`src/rtl/lscs_pkg.sv`:
```
// Shared types and constants for the lidar scan cylinder segmenter.
// No dependencies; every other file in rtl except lscs_checker.sv imports this package.
package lscs_pkg;

  localparam int CORDIC_STEPS = 16;
  localparam logic signed [33:0] CORDIC_START = 34'sd652032874;
  localparam logic signed [25:0] QUARTER_TURN = 26'sd4194304;
  localparam logic signed [25:0] HALF_TURN = 26'sd8388608;
  localparam logic signed [20:0] COORD_LIMIT = 21'sd65535;

  localparam logic [2:0] REG_ANGLE_START = 3'd0;
  localparam logic [2:0] REG_ANGLE_STEP = 3'd1;
  localparam logic [2:0] REG_RANGE_LIMIT = 3'd2;
  localparam logic [2:0] REG_GAP_THRESHOLD = 3'd3;
  localparam logic [2:0] REG_TARGET_DIAMETER = 3'd4;
  localparam logic [2:0] REG_DIAMETER_TOL = 3'd5;

  typedef struct packed {
    logic [15:0] angle_start;
    logic [15:0] angle_step;
    logic [15:0] range_limit_mm;
    logic [15:0] gap_threshold_mm;
    logic [15:0] target_diameter_mm;
    logic [15:0] diameter_tolerance_mm;
  } cfg_t;

  // One classified sample handed from the front end to the back end.
  typedef struct packed {
    logic [15:0] range_mm;
    logic [15:0] angle;
    logic        usable;
    logic        last;
  } samp_t;

  function automatic logic signed [25:0] atan_entry(input logic [3:0] i);
    logic signed [25:0] v;
    case (i)
      4'd0: v = 26'sd2097152;
      4'd1: v = 26'sd1238021;
      4'd2: v = 26'sd654136;
      4'd3: v = 26'sd332050;
      4'd4: v = 26'sd166669;
      4'd5: v = 26'sd83416;
      4'd6: v = 26'sd41718;
      4'd7: v = 26'sd20860;
      4'd8: v = 26'sd10430;
      4'd9: v = 26'sd5215;
      4'd10: v = 26'sd2608;
      4'd11: v = 26'sd1304;
      4'd12: v = 26'sd652;
      4'd13: v = 26'sd326;
      4'd14: v = 26'sd163;
      4'd15: v = 26'sd81;
      default: v = 26'sd0;
    endcase
    return v;
  endfunction

endpackage

```
`src/rtl/lscs_queue.sv`:
```
// Two-entry queue between the front end and the back end.
// Depends on lscs_pkg for the entry type.
module lscs_queue import lscs_pkg::*; (
  input  logic  clk,
  input  logic  rst,
  input  logic  wr,
  input  samp_t wdata,
  input  logic  rd,
  output samp_t rdata,
  output logic  full,
  output logic  empty
);

  samp_t      mem [2];
  logic       wr_ptr;
  logic       rd_ptr;
  logic [1:0] count;

  assign full = (count == 2'd2);
  assign empty = (count == 2'd0);
  assign rdata = mem[rd_ptr];

  always_ff @(posedge clk) begin
    if (wr) begin
      mem[wr_ptr] <= wdata;
    end
  end

  always_ff @(posedge clk) begin
    if (rst) begin
      wr_ptr <= 1'b0;
      rd_ptr <= 1'b0;
      count <= 2'd0;
    end else begin
      if (wr) begin
        wr_ptr <= ~wr_ptr;
      end
      if (rd) begin
        rd_ptr <= ~rd_ptr;
      end
      count <= count + {1'b0, wr} - {1'b0, rd};
    end
  end

endmodule

```
`config.mk`:
```
export PLATFORM = sky130hd
export DESIGN_NAME = lscs_queue
export DESIGN_NICKNAME = d
export VERILOG_FILES = /design/src/rtl/lscs_pkg.sv /design/src/rtl/lscs_queue.sv
export SDC_FILE = /design/constraint.sdc
export NUM_CORES = 1
export LEC_CHECK = 0
export ABC_AREA = 1
export BUFFER_PORTS_ARGS = -buffer_cell sky130_fd_sc_hd__clkbuf_2
export CORE_MARGIN = 2
export CORE_UTILIZATION = 30
export DETAILED_ROUTE_END_ITERATION = 12
export MAX_ROUTING_LAYER = met4
export PLACE_DENSITY = 0.56
export SETUP_SLACK_MARGIN = 0.2
export SLEW_MARGIN = 20
export SYNTH_ARGS = -nofsm -noshare
export SYNTH_HDL_FRONTEND = slang
export SYNTH_SLANG_ARGS = --single-unit
```
`constraint.sdc`:
```
create_clock -name clk -period 2.5 [get_ports clk]
set_input_delay 0.125 -clock clk [delete_from_list [all_inputs] [get_ports clk]]
set_output_delay 0.125 -clock clk [all_outputs]
set_load 0.02 [all_outputs]
```
==> impl_metrics.toml <==
[timing]
period_needed_ps = 1850
rsz0062_at_grt = "false"
tns_ps = 0
skew_ps = 6.00
period_share_pct = 73.9
report.final.slew_viol_count = 0
worstMarginPinSlew_ps = 630
hold_viol_final = 0
timing.fmax_ghz = 0.542
setup-violations-final = 0
relSlewSlack_pct = 58.0

[power]
p_total_w = 0.00282
clkPwrFrac_pct = 34.3
seqPwrFrac_pct = 50.7
ir_drop_mv = 0.290
p_switching_w = 0.000651
powerDensity_nw_per_um2 = 729
switching_share_pct = 23.1
internal-power_w = 0.00217
power.leakage_nw = 1.57
pwr-share-comb_pct = 15.0

[setup_path]
path_cells = "buf_4 -> mux2_2 -> clkbuf_2"
rrSetupSlack_ps = 1000
cp.buffers_inverters = 2
cp_slowest_stage_delay_ps = 510
required_ps = 2380
cp_top_family = "buffers and inverters"
path_class = "flip-flop to output port"
critPathSlowestCell = "buf_4"
critPathArrivalTime_ps = 1720
cp_max_fo = 34
cp-end-kind = "output port"
startpoint_type = "flip-flop"

[layout]
nets = 295
area_growth_syn_to_layout_pct = 36.6
fin_util_pct = 42.1
antenna_cells = 0
drive_gt1_share_pct = 48.1

[routing]
wl_per_cell_um = 13.3
vias_per_cell = 4.18
drt_iter0_markers = 34
firstDrtPassIters = 4
ant_nets = 0
drc = 0
dr_total_vias = 1549
wirelength_um = 4920

[logic_synthesis]
synth_cell_type_count = 14
synthFlopType = "edfxtp_1"
synth_edf_count = 68
syn_nets = 177
synth_most_common_cell = "edfxtp_1"
synth_commonest_cells = "edfxtp_1 (68), mux2_4 (30), inv_1 (8), nor2_1 (8), dfxtp_1 (5)"
synthArstFlopShare_pct = 0
yosysTopAreaCellShare_pct = 72.1
yosysSeqAreaShare_pct = 75.6
syn_inst = 137
syn-cell-area_um2 = 2830
syn_avg_cell_area_um2 = 20.7
synth_top_cells_by_area = "edfxtp_1 (72%), mux2_4 (16%), dfxtp_1 (3.5%)"
synth_top_cell_by_area = "edfxtp_1"
synth_seq_cells = 73
synth-warning-count = 0

[global_routing]
grt_pass1_wl_um = 7580
antenna_found_initial = 0
grt_pass1_vias = 1610
grtUsageTotal_pct = 10.4
grt.overflow.total = 0
grt_max_degree = 35

[cts]
cts.sinks = 73
max-clock-path-buffers = 2
path_clk_slew_ps = 70
clk_latency_ps = 340
numCtsBuffers = 9
root_buffer = "clkbuf_8"
cts_tree = "done"
htree_levels = 3
cts_resized = 0

[flow_run]
maxCapViolCount = 0

[place]
hpwl_um = 3050
routabilityCongestion = 0.654
port_buffers = 73

[floorplan]
die_x_um = 101
coreArea_um2 = 9200
die_h_um = 101
initial_core_util_pct = 30.8
ios = 74
core.rowCount = 35
die_area_um2 = 10200

[min_path]
hold_class = "input pin to flip-flop"

[run_status]
status = "finished clean"
## worst reg2reg max path, delay by kind of cell, from the launching register on
kind | cells | cell delay (ps)
buffers and inverters | 2 | 730
AND/OR/NAND/NOR | 1 | 70
flip-flops | 1 | 390
## per-stage QoR
step	instance area, µm²	hold slack, ps	setup slack [ps]	cells
after floorplan	2830	196	315	137
after global placement	3310	315	982	320
after detailed placement	3310	318	970	320
after CTS	3870	62.2	598	371
after global routing	3870	92.4	553	371
final	3870	78.5	653	371
## metal layers
metal	part of all wire (%)	GRT usage [%]
met5	0	-
met4	1.5	5.30
met3	5.8	3.86
met2	46	15.7
met1	47	12.3
## cells by family after synthesis
group                      Yosys count  synth area share, %
AOI/OAI and AO/OA                    1                0.177
xor gates and xnor gates             1                0.309
adders and majority gates            2                0.883
buffers and inverters               12                 3.58
DFF                                 73                 75.6
muxes                               34                 17.5
and+or+nand+nor                     14                 1.94
## worst paths after layout
check	startpoint	endpoint	cells past startpoint
worst min-delay path	rd	rd_ptr	3
worst max register to register	wr_ptr	mem[1][4]	3
worst min register to register	rd_ptr	rd_ptr	2
worst max-delay path	flip-flop	rdata[1]	3
## area by class of cell
class | count | area (µm²)
clock buffers | 10 | 128
multi-input cells | 52 | 597
clock inverters | 6 | 82.6
fillers | 842 | 5330
repair buffers | 111 | 751
well taps | 111 | 139
flip-flops and latches | 73 | 2140
inverters | 8 | 30.0
## timing repair
item / in CTS / in global routing
hold buffers: 35 / 0
setup endpoints to repair: 0 / 0
buffers inserted: 0 / 0
endpoints found under the hold margin: 70 / 0
## cell usage in the layout (no fill, tap or decap), types with 4 or more instances in the layout
| cell type | synthesis | layout |
|---|---|---|
| clkbuf_2 | 0 | 73 |
| edfxtp_1 | 68 | 68 |
| dlygate4sd3_1 | 0 | 35 |
| mux2_4 | 30 | 30 |
| clkbuf_8 | 0 | 9 |
| inv_1 | 8 | 8 |
| nor2_1 | 8 | 7 |
| mux2_2 | 4 | 4 |
| nand2_1 | 4 | 4 |
| dfxtp_1 | 5 | 4 |
## flip-flops by register name (all words and copies together) (netlist names), named ones only
name / cells
rd_ptr: 1
count: 2
wr_ptr: 1
mem: 68
## power by group through the flow
| stage | sequential [W] | clock [W] | combinational [W] |
|---|---|---|---|
| CTS | 0.00143 | 0.00101 | 0.000431 |
| floorplan | 0.00145 | 0 | 0.000280 |
| detailed placement | 0.00146 | 0 | 0.000386 |
| finish | 0.00143 | 0.000967 | 0.000424 |
| global placement | 0.00145 | 0 | 0.000384 |
| global route | 0.00144 | 0.00105 | 0.000463 |
Note: power is estimated with default switching activity, not from simulation.
