[src/rtl/lscs_pkg.sv]
// Shared types and constants for the lidar scan cylinder segmenter.
// No dependencies; every other file in rtl except lscs_checker.sv imports this package.
package lscs_pkg;

  localparam int CORDIC_STEPS = 16;
  localparam logic signed [33:0] CORDIC_START = 34'sd652032874;
  localparam logic signed [25:0] QUARTER_TURN = 26'sd4194304;
  localparam logic signed [25:0] HALF_TURN = 26'sd8388608;
  localparam logic signed [20:0] COORD_LIMIT = 21'sd65535;

  localparam logic [2:0] REG_ANGLE_START = 3'd0;
  localparam logic [2:0] REG_ANGLE_STEP = 3'd1;
  localparam logic [2:0] REG_RANGE_LIMIT = 3'd2;
  localparam logic [2:0] REG_GAP_THRESHOLD = 3'd3;
  localparam logic [2:0] REG_TARGET_DIAMETER = 3'd4;
  localparam logic [2:0] REG_DIAMETER_TOL = 3'd5;

  typedef struct packed {
    logic [15:0] angle_start;
    logic [15:0] angle_step;
    logic [15:0] range_limit_mm;
    logic [15:0] gap_threshold_mm;
    logic [15:0] target_diameter_mm;
    logic [15:0] diameter_tolerance_mm;
  } cfg_t;

  // One classified sample handed from the front end to the back end.
  typedef struct packed {
    logic [15:0] range_mm;
    logic [15:0] angle;
    logic        usable;
    logic        last;
  } samp_t;

  function automatic logic signed [25:0] atan_entry(input logic [3:0] i);
    logic signed [25:0] v;
    case (i)
      4'd0: v = 26'sd2097152;
      4'd1: v = 26'sd1238021;
      4'd2: v = 26'sd654136;
      4'd3: v = 26'sd332050;
      4'd4: v = 26'sd166669;
      4'd5: v = 26'sd83416;
      4'd6: v = 26'sd41718;
      4'd7: v = 26'sd20860;
      4'd8: v = 26'sd10430;
      4'd9: v = 26'sd5215;
      4'd10: v = 26'sd2608;
      4'd11: v = 26'sd1304;
      4'd12: v = 26'sd652;
      4'd13: v = 26'sd326;
      4'd14: v = 26'sd163;
      4'd15: v = 26'sd81;
      default: v = 26'sd0;
    endcase
    return v;
  endfunction

endpackage

[src/rtl/lscs_front.sv]
// Front end: takes samples, tracks the sample index and computes the angle and the usable flag.
// Depends on lscs_pkg.
module lscs_front import lscs_pkg::*; #(
  parameter int MAX_SAMPLES = 4096
) (
  input  logic        clk,
  input  logic        rst,
  input  cfg_t        cfg,
  input  logic        push,
  input  logic [15:0] range_mm,
  input  logic        range_valid,
  input  logic        scan_last,
  input  logic        q_full,
  output logic        q_push,
  output samp_t       q_data
);

  localparam int IDX_W = (MAX_SAMPLES > 2) ? $clog2(MAX_SAMPLES) : 1;

  logic [IDX_W-1:0] sample_index;
  logic [31:0]      step_prod;

  assign q_push = push && !q_full;
  assign step_prod = {16'd0, cfg.angle_step} * 32'(sample_index);

  always_comb begin
    q_data.range_mm = range_mm;
    q_data.angle = cfg.angle_start + step_prod[15:0];
    q_data.usable = range_valid && (range_mm < cfg.range_limit_mm);
    q_data.last = scan_last;
  end

  always_ff @(posedge clk) begin
    if (rst) begin
      sample_index <= '0;
    end else if (q_push) begin
      if (scan_last || sample_index == IDX_W'(MAX_SAMPLES - 1)) begin
        sample_index <= '0;
      end else begin
        sample_index <= sample_index + 1'b1;
      end
    end
  end

endmodule

[config.mk]
export PLATFORM = sky130hd
export DESIGN_NAME = lscs_front
export DESIGN_NICKNAME = d
export VERILOG_FILES = /design/src/rtl/lscs_pkg.sv /design/src/rtl/lscs_front.sv
export SDC_FILE = /design/constraint.sdc
export NUM_CORES = 1
export LEC_CHECK = 0
export BUFFER_PORTS_ARGS = -buffer_cell sky130_fd_sc_hd__buf_2
export CAP_MARGIN = 30
export CORE_UTILIZATION = 54
export CTS_CLUSTER_DIAMETER = 50
export DETAILED_ROUTE_END_ITERATION = 16
export GPL_TIMING_DRIVEN = 0
export MAX_ROUTING_LAYER = met4
export PLACE_DENSITY_LB_ADDON = 0.15
export SYNTH_ARGS = -nofsm -noshare
export SYNTH_HDL_FRONTEND = slang
export SYNTH_SLANG_ARGS = --single-unit
[constraint.sdc]
create_clock -name clk -period 6.6 [get_ports clk]
set_input_delay 0.66 -clock clk [delete_from_list [all_inputs] [get_ports clk]]
set_output_delay 0.66 -clock clk [all_outputs]
set_load 0.01 [all_outputs]
==> summary.md <==
| Metric | Value |
|---|---|
| Outcome | `finished, final reports clean` |
| Top flop regs | `sample_index x12` |
| Number of port buffers | `around 100` |
| Die H | `roughly 100 µm` |
| Grt total ovfl | `0` |
| TritonCTS clock tree | `built` |
| DRC violations left | `0` |
| Site Rows | `35` |
| VDD IR max | `about 0.13 mV` |
| Syn Std Cell Area | `approximately 5000 µm²` |
| Clock buffer depth | `2` |
| Min-Delay Path Class | `reg2reg` |
| Number of DRC markers in iteration 0 | `around 160` |
| Critical path launch point type | `input port` |
| Post-DP HPWL | `between 9000 and 10,000 µm` |
| Max Slew Vio Count | `0` |
| Critical Path RT | `between 5000 and 6000 ps` |
| Pre-Repair DR Iteration Count | `4` |
| Area leader, netlist | `fa_1` |
| RSZ-0062 raised after global routing | `false` |
| Ports | `153` |
| Inserted Diodes | `0` |
| Area Growth Syn to Fin | `14.1%` |
| Root Buffer Master | `clkbuf_8` |
| Cells taking the most area after synthesis | `fa_1 36%, ha_1 13%, inv_1 12%` |
| Initial Utilization | `between 50% and 60%` |
| Kind of critical path | `in2out` |
| Final ANT Viol Nets | `0` |
| Clk_skew | `roughly 4 ps` |
| Vias in the first global route | `just over 4,000` |
| H-tree levels | `1` |
| Commonest non-fill, non-tap cell in the layout | `inv_1` |
| Seq/Total Area, Yosys | `approximately 4.7%` |
| Core area | `~9200 µm²` |
| Routed WL per cell | `12.6 µm` |
| Initial antenna violation count | `0` |
| Distinct cell type count after synthesis | `34` |
| Yosys warnings | `0` |
| Final Setup Violations | `0` |
| # hold bufs at CTS | `0` |
| Placed Cells | `around 830` |
| Setup TNS Final | `0 ps` |
| Arr. time, crit path | `approximately 5700 ps` |
| Tot GR Track Use | `between 20% and 30%` |
| Cts repair resizes | `0` |
| Synth top area share | `a little over a third` |
| Synthesized Nets | `slightly below 900` |
| Average size of a mapped cell | `roughly 8.3 µm²` |
| Clk sinks | `12` |
| Worst rel slew slack | `between 60% and 70%` |
| Fmax | `between 150 and 200 MHz` |
| Fin util | `a little over three fifths` |
| Setup Buffers After CTS | `0` |
| Pin count of the biggest net entering global routing | `11` |
| Layout Nets | `~990` |
| Layout cell share with drive strength beyond 1 | `18.8%` |
| Register bit total from synthesis | `12` |
| Most frequent cells in the layout | `158 x inv_1, 110 x buf_2, 92 x fa_1` |
| Max reg flops | `12` |
| Worst-path clk slew | `about 50 ps` |
| Vias per cell | `approximately 4.9` |
| Post-Route WL | `10,500 µm` |
| Filler cell count | `between 800 and 900` |
| Crit-path max FO | `10` |
| Fin crit share | `a little over nine tenths` |
| Cts bufs inserted | `3` |
| Most flops, register | `sample_index` |
| Maxcap violations | `0` |
| Minimum clock period | `between 6000 and 7000 ps` |
| Die area | `just under 10,000 µm²` |
| First-pass GRT wire length | `18,500 µm` |
| Worst skew pair latency | `240 ps` |
| Vias | `4,058` |
| Critical Path Sink Type | `output pin` |
| Die Wd | `between 90 and 100 µm` |
| Leakage power total | `3.08 nW` |
| Routability Congestion | `~0.87` |
| Synth Instances | `about 610` |
| PwrDens | `roughly 65 nW/µm²` |
| Hold Fails Final Rpt | `0` |
| Worst-Margin Slew | `slightly above 500 ps` |
| Non-Filler Instances | `approximately 830` |
where the power goes:
part	total, mW	leakage (nW)	internal (mW)	switching [mW]
clock network	0.0803	0.0288	0.0527	0.0275
registers	0.0740	0.0968	0.0732	0.000794
logic	0.225	2.96	0.101	0.124
critical path: stages:
cell and delay, ps:
buf_2 110, clkbuf_1 230, and2_1 260, fa_1 530, inv_1 50, fa_1 540
inv_1 50, fa_1 480, fa_1 550, inv_1 60, fa_1 550, inv_1 60
ha_1 320, and3_1 230, a31oi_1 90, o21ai_0 110, a41oi_2 110, or4b_1 510
nand3_1 90, buf_2 130
cells in the mapped netlist:
master / number
nor2b_1: 3
a31oi_1: 2
nand4_1: 7
and3_1: 3
inv_1: 158
mux2i_1: 1
xnor3_1: 1
o2111ai_1: 1
clkbuf_1: 16
nand3_1: 3
or3_1: 2
a211o_1: 1
nor2_1: 12
o21a_1: 1
o21bai_1: 3
a41oi_1: 1
nor3_1: 3
ha_1: 54
a21oi_1: 16
nor4_1: 4
xnor2_1: 26
and2_1: 57
nand2b_1: 2
a21boi_0: 1
dfxtp_1: 12
nand2_2: 1
xor2_1: 14
nand2_1: 76
a21o_1: 9
o21ai_0: 7
fa_1: 92
or4b_1: 1
buf_2: 7
buf_4: 17
cell families (layout without fill, tap and decap cells):
logic type / after synthesis / count (layout) / synth area share, %
flip-flops: 12 / 12 / 4.73
adder cells (fa/ha/maj): 146 / 146 / 49.6
AO/OA/AOI/OAI: 42 / 42 / 5.10
buffers and inverters: 198 / 304 / 16.1
AND/OR/NAND/NOR: 174 / 174 / 17.0
multiplexers: 1 / 1 / 0.197
XOR/XNOR: 41 / 41 / 7.34
path summary, 6_finish.rpt:
check	to	start	slack, ps	cells after the start
setup / recovery	q_data[16]	cfg[69]	210	20
hold / removal	sample_index[7]$_SDFFE_PP0P_	sample_index[7]$_SDFFE_PP0P_	590	2
setup reg to reg	sample_index[11]$_SDFFE_PP0P_	sample_index[1]$_SDFFE_PP0P_	4750	7
hold reg to reg	sample_index[7]$_SDFFE_PP0P_	sample_index[7]$_SDFFE_PP0P_	590	2
layout make-up:
type / instances / area [µm²] / share of cell area (%)
clock buffer: 4 / 55.1 / 0.950
multi-input combinational: 404 / 4030 / 69.6
timing repair buffer: 103 / 515 / 8.89
inverter: 158 / 593 / 10.2
sequential: 12 / 240 / 4.15
buffer: 39 / 221 / 3.82
tap: 111 / 139 / 2.40
per-stage QoR:
stage               power, mW  instance area (µm²)  setup slack (ps)  hold slack [ps]
finish                  0.379                 5800               209              585
global route            0.419                 5800              3.61              624
CTS                     0.383                 5790              27.0              584
detailed placement      0.303                 5730               103              577
global placement        0.296                 5730               196              575
floorplan               0.225                 5080               856              539
layer usage:
| layer | part of all wire (%) | track usage (%) |
|---|---|---|
| met5 | 0 | - |
| met4 | 1.1 | 3.79 |
| met3 | 3.8 | 2.41 |
| met2 | 52 | 44.1 |
| met1 | 43 | 30.1 |
Power figures use the tool's default switching activity.
